==> src/sv/mstm_pkg.sv <==
// package for the multi-slot countdown timer
// slot modes, request codes, field widths and parameter defaults; no dependencies
`timescale 1ns / 1ps
`default_nettype none

package mstm_pkg;

  localparam int TIME_W        = 23;
  localparam int TICK_W        = 10;
  localparam int NUM_SLOTS_DEF = 4;
  localparam logic [TICK_W-1:0] TICK_RESET = TICK_W'(1);

  typedef enum logic [1:0] {
    MODE_IDLE  = 2'd0,
    MODE_RUN   = 2'd1,
    MODE_PAUSE = 2'd2,
    MODE_RING  = 2'd3
  } mode_t;

  typedef enum logic [1:0] {
    REQ_TICK      = 2'd0,
    REQ_PRIMARY   = 2'd1,
    REQ_SECONDARY = 2'd2,
    REQ_LOAD      = 2'd3
  } req_t;

endpackage

`default_nettype wire

==> src/sv/multi_slot_countdown_timer_top.sv <==
// top level of the multi-slot countdown timer: slot state in two memories
// with a read-modify-write sequencer; depends on mstm_pkg
`timescale 1ns / 1ps
`default_nettype none

// Usage
//   in_* is a stream of requests: in_tuser carries the request kind (tick,
//   primary, secondary, load), in_tdata the addressed slot and a preset.
//   Every request gives exactly one result transfer on out_*, which reports
//   the addressed slot after the request and the bank-wide status masks.
//   cfg_we / cfg_wdata write tick_ms; write it only while the block is idle (not enforced by the block).
// Sequence
//   a command is read, applied, reported and output in turn (a slot outside
//   the bank goes straight to report), a tick walks the slot memory one entry
//   per read and write state pair; one request is in work at a time.
// Reset
//   rst_n low for one cycle: all slots idle, times zero, tick_ms 1; the
//   memories are not swept, per-entry valid bits make unwritten entries
//   read as zero.
// Stalls
//   a result waits in the output register while out_tready is low; the next
//   request is still taken and runs until its own result needs the register.
module multi_slot_countdown_timer_top #(
  parameter int NUM_SLOTS = mstm_pkg::NUM_SLOTS_DEF
) (
  input  wire logic                       clk,
  input  wire logic                       rst_n,
  input  wire logic                       cfg_we,
  input  wire logic [mstm_pkg::TICK_W-1:0] cfg_wdata,
  input  wire logic                       in_tvalid,
  output logic                            in_tready,
  input  wire logic [31:0]                in_tdata,   // slot[1:0], preset_ms[24:2]
  input  wire logic [1:0]                 in_tuser,   // req_type[1:0]
  output logic                            out_tvalid,
  input  wire logic                       out_tready,
  // slot_state[1:0], remaining_ms[24:2], running_mask[28:25], ringing_mask[32:29],
  // alarm_on[33], alarm_slot[35:34]
  output logic [39:0]                     out_tdata
);
  import mstm_pkg::*;

  localparam int SW = (NUM_SLOTS > 1) ? $clog2(NUM_SLOTS) : 1;
  localparam int MW = TIME_W + 2;

  typedef enum logic [6:0] {
    ST_IDLE = 7'b0000001,
    ST_CRD  = 7'b0000010,
    ST_CMD  = 7'b0000100,
    ST_TRD  = 7'b0001000,
    ST_TWR  = 7'b0010000,
    ST_RPT  = 7'b0100000,
    ST_OUT  = 7'b1000000
  } state_t;

  state_t              st_r, st_nxt;
  logic [TICK_W-1:0]   tick_r;
  req_t                req_r;
  logic [1:0]          slot_r;
  logic [TIME_W-1:0]   val_r;
  logic [SW-1:0]       idx_r, idx_nxt;
  logic                out_valid_r;
  logic [39:0]         out_data_r;

  logic [MW-1:0]       slot_mem [NUM_SLOTS];
  logic [TIME_W-1:0]   pre_mem  [NUM_SLOTS];
  logic [NUM_SLOTS-1:0] slot_vld_r, pre_vld_r;
  logic [NUM_SLOTS-1:0] run_r, ring_r;
  logic [MW-1:0]       slot_q;
  logic [TIME_W-1:0]   pre_q;
  logic                slot_qv, pre_qv;

  logic                slot_ok;
  logic [SW-1:0]       sidx, rd_addr, wa;
  mode_t               cur_mode, nxt_mode;
  logic [TIME_W-1:0]   cur_rem, cur_pre, nxt_rem, tick_ext;
  logic                slot_we, pre_we;
  logic                accept, out_load;

  logic [NUM_SLOTS+3:0] run_ext, ring_ext;
  logic                alarm_on;
  logic [1:0]          alarm_slot;
  logic [39:0]         res_data;

  assign slot_ok  = 32'(slot_r) < NUM_SLOTS;
  assign sidx     = SW'(slot_r);
  assign rd_addr  = (st_r == ST_TRD) ? idx_r : sidx;
  assign wa       = (st_r == ST_TWR) ? idx_r : sidx;
  assign cur_mode = slot_qv ? mode_t'(slot_q[TIME_W +: 2]) : MODE_IDLE;
  assign cur_rem  = slot_qv ? slot_q[TIME_W-1:0] : '0;
  assign cur_pre  = pre_qv ? pre_q : '0;
  assign tick_ext = TIME_W'(tick_r);

  assign in_tready  = (st_r == ST_IDLE);
  assign accept     = in_tvalid && in_tready;
  assign out_tvalid = out_valid_r;
  assign out_tdata  = out_data_r;
  assign out_load   = (st_r == ST_OUT) && (!out_valid_r || out_tready);

  // memories
  always_ff @(posedge clk) begin
    slot_q <= slot_mem[rd_addr];
    pre_q  <= pre_mem[sidx];
    if (slot_we) begin
      slot_mem[wa] <= {nxt_mode, nxt_rem};
    end
    if (pre_we) begin
      pre_mem[sidx] <= val_r;
    end
  end

  always_ff @(posedge clk) begin
    if (!rst_n) begin
      slot_vld_r <= '0;
      pre_vld_r  <= '0;
      run_r      <= '0;
      ring_r     <= '0;
      slot_qv    <= 1'b0;
      pre_qv     <= 1'b0;
    end else begin
      slot_qv <= slot_vld_r[rd_addr];
      pre_qv  <= pre_vld_r[sidx];
      if (slot_we) begin
        slot_vld_r[wa] <= 1'b1;
        run_r[wa]      <= (nxt_mode == MODE_RUN);
        ring_r[wa]     <= (nxt_mode == MODE_RING);
      end
      if (pre_we) begin
        pre_vld_r[sidx] <= 1'b1;
      end
    end
  end

  // slot update
  always_comb begin
    nxt_mode = cur_mode;
    nxt_rem  = cur_rem;
    slot_we  = 1'b0;
    pre_we   = 1'b0;
    if (st_r == ST_TWR) begin
      if (cur_mode == MODE_RUN) begin
        slot_we  = 1'b1;
        nxt_rem  = (cur_rem > tick_ext) ? cur_rem - tick_ext : '0;
        nxt_mode = (nxt_rem == '0) ? MODE_RING : MODE_RUN;
      end
    end else if (st_r == ST_CMD) begin
      unique case (req_r)
        REQ_PRIMARY: begin
          slot_we = 1'b1;
          unique case (cur_mode)
            MODE_IDLE, MODE_PAUSE: nxt_mode = (cur_rem != '0) ? MODE_RUN : MODE_IDLE;
            MODE_RUN:              nxt_mode = MODE_PAUSE;
            MODE_RING: begin
              nxt_mode = MODE_IDLE;
              nxt_rem  = cur_pre;
            end
          endcase
        end
        REQ_SECONDARY: begin
          if (cur_mode != MODE_IDLE) begin
            slot_we  = 1'b1;
            nxt_mode = MODE_IDLE;
            nxt_rem  = cur_pre;
          end
        end
        REQ_LOAD: begin
          slot_we  = 1'b1;
          pre_we   = 1'b1;
          nxt_rem  = val_r;
          nxt_mode = (cur_mode == MODE_PAUSE) ? MODE_PAUSE : MODE_IDLE;
        end
        REQ_TICK: begin
        end
      endcase
    end
  end

  // sequencer
  always_comb begin
    st_nxt  = st_r;
    idx_nxt = idx_r;
    unique case (st_r)
      ST_IDLE: begin
        if (accept) begin
          idx_nxt = '0;
          if (req_t'(in_tuser) == REQ_TICK) begin
            st_nxt = ST_TRD;
          end else if (32'(in_tdata[1:0]) < NUM_SLOTS) begin
            st_nxt = ST_CRD;
          end else begin
            st_nxt = ST_RPT;
          end
        end
      end
      ST_CRD: st_nxt = ST_CMD;
      ST_CMD: st_nxt = ST_RPT;
      ST_TRD: st_nxt = ST_TWR;
      ST_TWR: begin
        if (idx_r == SW'(NUM_SLOTS - 1)) begin
          st_nxt = ST_RPT;
        end else begin
          idx_nxt = idx_r + 1'b1;
          st_nxt  = ST_TRD;
        end
      end
      ST_RPT: st_nxt = ST_OUT;
      ST_OUT: begin
        if (out_load) begin
          st_nxt = ST_IDLE;
        end
      end
      default: st_nxt = ST_IDLE;
    endcase
  end

  // status and result
  assign run_ext  = {4'b0, run_r};
  assign ring_ext = {4'b0, ring_r};
  assign alarm_on = |ring_r;

  always_comb begin
    alarm_slot = 2'd0;
    for (int i = NUM_SLOTS - 1; i >= 0; i--) begin
      if (ring_r[i]) begin
        alarm_slot = 2'(i);
      end
    end
  end

  assign res_data = {4'b0, alarm_slot, alarm_on, ring_ext[3:0], run_ext[3:0],
                     slot_ok ? cur_rem : {TIME_W{1'b0}},
                     slot_ok ? cur_mode : MODE_IDLE};

  always_ff @(posedge clk) begin
    if (!rst_n) begin
      st_r        <= ST_IDLE;
      tick_r      <= TICK_RESET;
      out_valid_r <= 1'b0;
      idx_r       <= '0;
    end else begin
      st_r  <= st_nxt;
      idx_r <= idx_nxt;
      if (cfg_we) begin
        tick_r <= cfg_wdata;
      end
      if (out_load) begin
        out_valid_r <= 1'b1;
      end else if (out_tready) begin
        out_valid_r <= 1'b0;
      end
    end
  end

  always_ff @(posedge clk) begin
    if (accept) begin
      req_r  <= req_t'(in_tuser);
      slot_r <= in_tdata[1:0];
      val_r  <= in_tdata[24:2];
    end
    if (out_load) begin
      out_data_r <= res_data;
    end
  end

endmodule

`default_nettype wire
==> config.mk <==
export PLATFORM = sky130hd
export DESIGN_NAME = multi_slot_countdown_timer_top
export DESIGN_NICKNAME = d
export VERILOG_FILES = /design/src/sv/mstm_pkg.sv /design/src/sv/multi_slot_countdown_timer_top.sv
export SDC_FILE = /design/constraint.sdc
export NUM_CORES = 1
export LEC_CHECK = 0
export BUFFER_PORTS_ARGS = -buffer_cell sky130_fd_sc_hd__buf_2
export CAP_MARGIN = 20
export CELL_PAD_IN_SITES_DETAIL_PLACEMENT = 0
export CELL_PAD_IN_SITES_GLOBAL_PLACEMENT = 1
export CORE_UTILIZATION = 47
export CTS_BUF_LIST = sky130_fd_sc_hd__clkbuf_8
export CTS_CLUSTER_DIAMETER = 100
export DETAILED_ROUTE_END_ITERATION = 10
export GPL_ROUTABILITY_DRIVEN = 0
export PLACE_DENSITY_LB_ADDON = 0.1
export SYNTH_ARGS = -nofsm -noshare
export SYNTH_HDL_FRONTEND = slang
export SYNTH_SLANG_ARGS = --single-unit
==> constraint.sdc <==
create_clock -name clk -period 4.35 [get_ports clk]
set_clock_uncertainty 0.15 [all_clocks]
set_input_delay 0.2175 -clock clk [delete_from_list [all_inputs] [get_ports clk]]
set_output_delay 0.2175 -clock clk [all_outputs]
set_load 0.01 [all_outputs]
* After elaboration in Yosys (flattened, before gate mapping)
Memories as Yosys holds them, arrays and structs flattened. A register that Yosys moved wholly into a read port is not among the register bits.
Index checks and enable logic that the tools add are counted.
** Word-level totals
- Register bits after elaboration :: 101
- Bits in latches :: 0
- RAM bits :: 192
- ROM bits :: 0
- Input bits :: 49
- Output and inout port bits :: 42
- Logic and storage cells :: 122
- Memories :: 2
** Memory list
- slot_mem :: words 4, bits a word 25, rd ports 1, clocked after Yosys merged registers in 1, write ports 1, RTL line multi_slot_countdown_timer_top.sv:64 : logic [MW-1:0] slot_mem [NUM_SLOTS];
- pre_mem :: words 4, bits a word 23, rd ports 1, clocked after Yosys merged registers in 1, write ports 1, RTL line multi_slot_countdown_timer_top.sv:65 : logic [TIME_W-1:0] pre_mem [NUM_SLOTS];
** Cells by class
- Add/sub/neg operators :: 2
- $mul :: 0
- Divide/modulo/power cells :: 0
- Magnitude comparators :: 6
- Equality and inequality tests :: 19
- Shift operators :: 0
- Mux-type cells :: 56
- Bitwise logic cells :: 2
- Reduce and logical (&&, ||, !) cells :: 19
** Operators by type and width (number)
- $mux 23 :: 8
- $pmux 23 s3 :: 1
- $pmux 7 s7 :: 1
- $mux 2 :: 13
- $gt 23x10->1 :: 1
- $logic_not 23->1 :: 1
- $reduce_bool 23->1 :: 1
- $sub 23x10->23 :: 1
- $mux 1 :: 19
- $mux 7 :: 2
- $eq 2x2->1 const B :: 6
- $pmux 2 s3 :: 2
- $lt 2x3->1 const B :: 3
- $bwmux 4 :: 2
- $or 4x4->4 :: 2
- $eq 7x1->1 const B :: 1
- $eq 7x2->1 const B :: 1
- $eq 7x3->1 const B :: 1
- $eq 7x4->1 const B :: 1
- $eq 7x5->1 const B :: 1
- $eq 7x6->1 const B :: 1
- $eq 7x7->1 const B :: 1
- $eq 2x1->1 const B :: 3
- $mux 6 :: 1
- 18 further kinds :: 30

* Longest topological paths before layout
- Depth in word-level cells :: 9
- Depth in mapped cells :: 16
- Gate-level depth less buffers :: 11

* Least setup slack after synthesis
OpenSTA, ideal clock, no wires.
- Kind :: register to register
- Start point :: register slot_qv
- End point :: memory slot_mem[0][24] in the netlist's numbering, data pin
- Setup time :: 180 ps
- Data arrival time :: 3958 ps
- Data required time :: 4020 ps
- Setup slack :: 62 ps
- Stages on the path, launching flop included :: 16
- Buffers on the path :: 4
- Period minus slack after synthesis :: 4288 ps
- Path through :: dfxtp_1 -> buf_2 -> clkbuf_1 -> clkbuf_1 -> clkbuf_1 -> nand2_1 -> ha_1 -> inv_1 -> fa_1 -> a211oi_1 -> or3b_2 -> a222oi_1 -> or4b_1 -> nor4b_2 -> nand4b_2 -> o21bai_1
** On the way
- Longest elaborated chain between the ends :: 7
- Elaborated cells on any way between the ends :: 20
- Those cells by class :: 1 x add/sub; 1 x order compare; 3 x eq/ne; 11 x mux; 4 x reduce/logical
** RTL lines
- from (decl) :: RTL line multi_slot_countdown_timer_top.sv:70 : logic slot_qv, pre_qv;
- from (signal assigned) :: RTL line multi_slot_countdown_timer_top.sv:120 : slot_qv <= slot_vld_r[rd_addr];
- $mux 23 / $mux 2 (equally long branches) :: RTL line multi_slot_countdown_timer_top.sv:89, multi_slot_countdown_timer_top.sv:88
- $sub 23x10->23, or another cell as far along :: RTL line multi_slot_countdown_timer_top.sv:142 : nxt_rem = (cur_rem > tick_ext) ? cur_rem - tick_ext : '0;
- $mux 23 / $reduce_or 2->1 (equally long branches) :: RTL line multi_slot_countdown_timer_top.sv:142, multi_slot_countdown_timer_top.sv:149
- $logic_not 23->1 / $pmux 2 s3 (equally long branches) :: RTL line multi_slot_countdown_timer_top.sv:143, multi_slot_countdown_timer_top.sv:149
- $mux 2 / $pmux 2 s3 (equally long branches) :: RTL line multi_slot_countdown_timer_top.sv:143, multi_slot_countdown_timer_top.sv:146
- $mux 2, on equally long branches :: RTL line multi_slot_countdown_timer_top.sv:140, multi_slot_countdown_timer_top.sv:145
- $mux 2 * :: RTL line multi_slot_countdown_timer_top.sv:139 : if (st_r == ST_TWR) begin
- via nxt_mode[1] :: RTL line multi_slot_countdown_timer_top.sv:74 : mode_t cur_mode, nxt_mode;
- to (decl) :: RTL line multi_slot_countdown_timer_top.sv:64
Mark *: on every way through the listed nets, which the timed path passes. The rest lies on a longest branch.

* Worst setup path after layout
- Start point :: register slot_qv
- End point :: memory slot_mem[3][24] in the netlist's numbering, data pin
The elaborated chain is that of the path after synthesis.

==> metrics.md <==
| Metric | Value |
|---|---|
| Vias in the first global route | between 9000 and 10000 |
| TritonCTS clock tree | yes |
| Pins Over Slew Limit | 0 |
| Number of cell rows | 62 |
| Design Area, Final | ~0.017 sq mm |
| Critical path fanouts, max | 9 |
| Diode count | 0 |
| Hold WC Path Type | primary input to flop |
| Crit path DAT | ~4 ns |
| Grt ovf | 0 |
| CP Cell Sequence | nand2_1 > ha_1 > inv_1 > fa_1 > a211oi_2 > or3b_2 > a222oi_1 > or4b_1 > nor4b_2 > nand4b_2 > o21bai_1 |
| Final TNS setup | 0 ns |
| Final Hold Vio Count | 0 |
| Fmax | around 0.26 GHz |
| Power Dens Cells | between 300 and 400 mW/mm^2 |
| Area grow syn2layout | 17.9% |
| Fillers | ~2400 |
| # H-tree levels | 2 |
| Number of buffers created by CTS | 54 |
| Worst endpoint required time | between 4 and 5 ns |
| Worst-path clk slew | roughly 0.060 ns |
| Die Wd | around 170 um |
| Die height | 175 um |
| Finish-stage setup viols | 0 |
| Synthesis Warnings | 0 |
| Buffers added on ports | 79 |
| Post-DP Area | roughly 0.015 sq mm |
| Rel. slew slack | roughly a third |
| Max clock buf depth | 3 |
| Pin count of the biggest net entering global routing | 37 |
| Total track usage | roughly a quarter |
| Max Cap Viol | 0 |
| Yosys reg bits | around 340 |
| Status | complete, no violations |
| Leading cell type in the layout, fill and taps excluded | edfxtp_1 |
| First-pass GRT wire length | approximately 54000 um |
| Initial antenna violation count | 0 |
| Clk_lat worst skew | ~0.59 ns |
| Worst slew pin tran | ~0.97 ns |
| Most frequent cells in the layout | 255 x edfxtp_1, 86 x dfxtp_1, 79 x buf_2, 70 x inv_1, 68 x nand2_1 |
| Drt pass-1 iters | 6 |
| Vias/cell | 5.75 |
| RSZ-0062 raised after global routing | false |
| Syn Std Cell Area | around 0.014 sq mm |
| Minimum clock period after layout | roughly 3.8 ns |
| Via count | around 9000 |
| DRC | 0 |
| P_leak | 0.00586 uW |
| Post-DR wirelength/cell | between 20 and 25 um |
| Clock sink total | 341 |
| CP Capture Type | flop |
| Layout cell share with drive strength beyond 1 | approximately a fifth |
| Clock root buffer | clkbuf_8 |
| Startpoint class of the critical path | flop |
| Nets | 1219 |
| Number of DRC markers in iteration 0 | between 900 and 1000 |
| Number of synthesized flops with an enable pin | between 200 and 300 |
| Core area | 0.0290 sq mm |
| Async S/R FF share, synth | 0% |
| Mean Syn Cell Area | ~14 sq um |
| Final period util | 88.2% |
| Distinct cells, synth | 72 |
| Dpl hpwl | about 23000 um |
| Maximum VDD drop | roughly 250 uV |
| Starting Density | between 40 and 50% |
| Synth Flop Type | edfxtp_1 |
| Cell count after synthesis | between 900 and 1000 |
| Critical path type | flop to flop |
| Seq/Total Area, Yosys | 66.9% |
| Minimum hold slack | around 0.2 ns |
| Cell with the largest stage delay on the worst path | or3b_2 |
| IO Pins | between 90 and 100 |
| Final wirelength | 34800 um |
| DIE AREA | between 0.03 and 0.04 sq mm |
| Post-DRT Antenna Nets | 0 |
| Crit-path max cell delay | ~0.51 ns |
==> cells in the mapped netlist, types with 12 or more instances <==
cell type / count / area, sq um
a21oi_1: 51 / 255
a22oi_1: 12 / 90.1
a31oi_1: 15 / 93.8
clkbuf_1: 42 / 158
dfxtp_1: 86 / 1720
edfxtp_1: 255 / 7660
inv_1: 46 / 173
mux2i_1: 14 / 140
mux4_2: 50 / 1130
nand2_1: 68 / 255
nand3_1: 20 / 100
nor2_1: 58 / 218
nor2b_1: 12 / 75.1
nor3_1: 27 / 135
o21ai_0: 20 / 100
==> cells by family after synthesis <==
| family | count (synthesis) | share of synthesized area, % |
|---|---|---|
| xor+xnor | 5 | 0.312 |
| simple gates | 253 | 9.14 |
| other cells | 1 | 0.0268 |
| compound gates | 209 | 10.3 |
| buf+inv | 101 | 2.87 |
| fa+ha+maj | 12 | 1.12 |
| flops | 341 | 66.9 |
| mux | 66 | 9.29 |
==> worst paths after layout <==
check / start / to / slack (ns) / depth (start not counted)
setup / recovery: slot_qv$_SDFF_PN0_ / slot_mem[3][24]$_DFFE_PP_ / 0.51 / 11
hold / removal: in_tdata[3] / val_r[1]$_DFFE_PP_ / 0.20 / 2
setup reg to reg: slot_qv$_SDFF_PN0_ / slot_mem[3][24]$_DFFE_PP_ / 0.51 / 11
hold reg to reg: run_r[1]$_SDFFE_PN0P_ / out_tdata[26]$_DFFE_PP_ / 0.29 / 0
==> flip-flops by register name (all words and copies together), names as in the netlist, 7 cells and up <==
name	flops
pre_q	23
tick_r	10
val_r	23
pre_mem	92
slot_mem	100
slot_q	25
st_r	7
out_tdata	36
==> metrics by stage <==
step                util (%)  setup slack, ns  cells  total power, uW
floorplan                  -           0.0622    991             3990
global placement        51.7            0.423   1434             4150
detailed placement      51.7            0.419   1434             4160
CTS                     56.8            0.378   1587             6640
global route            56.9            0.158   1588             6840
finish                  56.9            0.511   1588             6570
==> worst max-delay path: cells and delay by family, from the launching register on <==
kind            cells  cell delay, ns
compound gates      3            0.76
fa+ha+maj           2            0.44
flops               1            0.43
simple gates        5            1.79
buf+inv             1            0.08
==> report_power, final <==
group | internal (uW) | total, uW | switching, uW
registers | 3590 | 3680 | 83.8
clock network | 1220 | 2430 | 1210
logic | 215 | 462 | 247
==> metal layers <==
metal / GRT usage, % / wire length (um) / vias to the layer above
met3: 3.18 / 2060 / 54
met4: 6.59 / 669 / 0
met2: 36.0 / 15800 / 320
met1: 34.8 / 16300 / 4549
met5: 0 / 0 / -
li1: - / - / 4215
==> cell type report <==
cell class / instances / area (sq um) / share of cell area [%]
well taps: 384 / 480 / 2.91
flip-flops and latches: 341 / 9380 / 56.8
clock buffers: 57 / 785 / 4.75
inverters: 46 / 173 / 1.05
multi-input cells: 549 / 4280 / 25.9
repair buffers: 166 / 1220 / 7.39
clock inverters: 45 / 199 / 1.20
==> what timing repair did <==
action	in CTS	in global routing
hold buffers	51	0
setup buffers	0	0
resized for setup	0	1
endpoints found under the setup margin	0	4
hold endpoints to repair	51	0
Power figures use the tool's default switching activity.
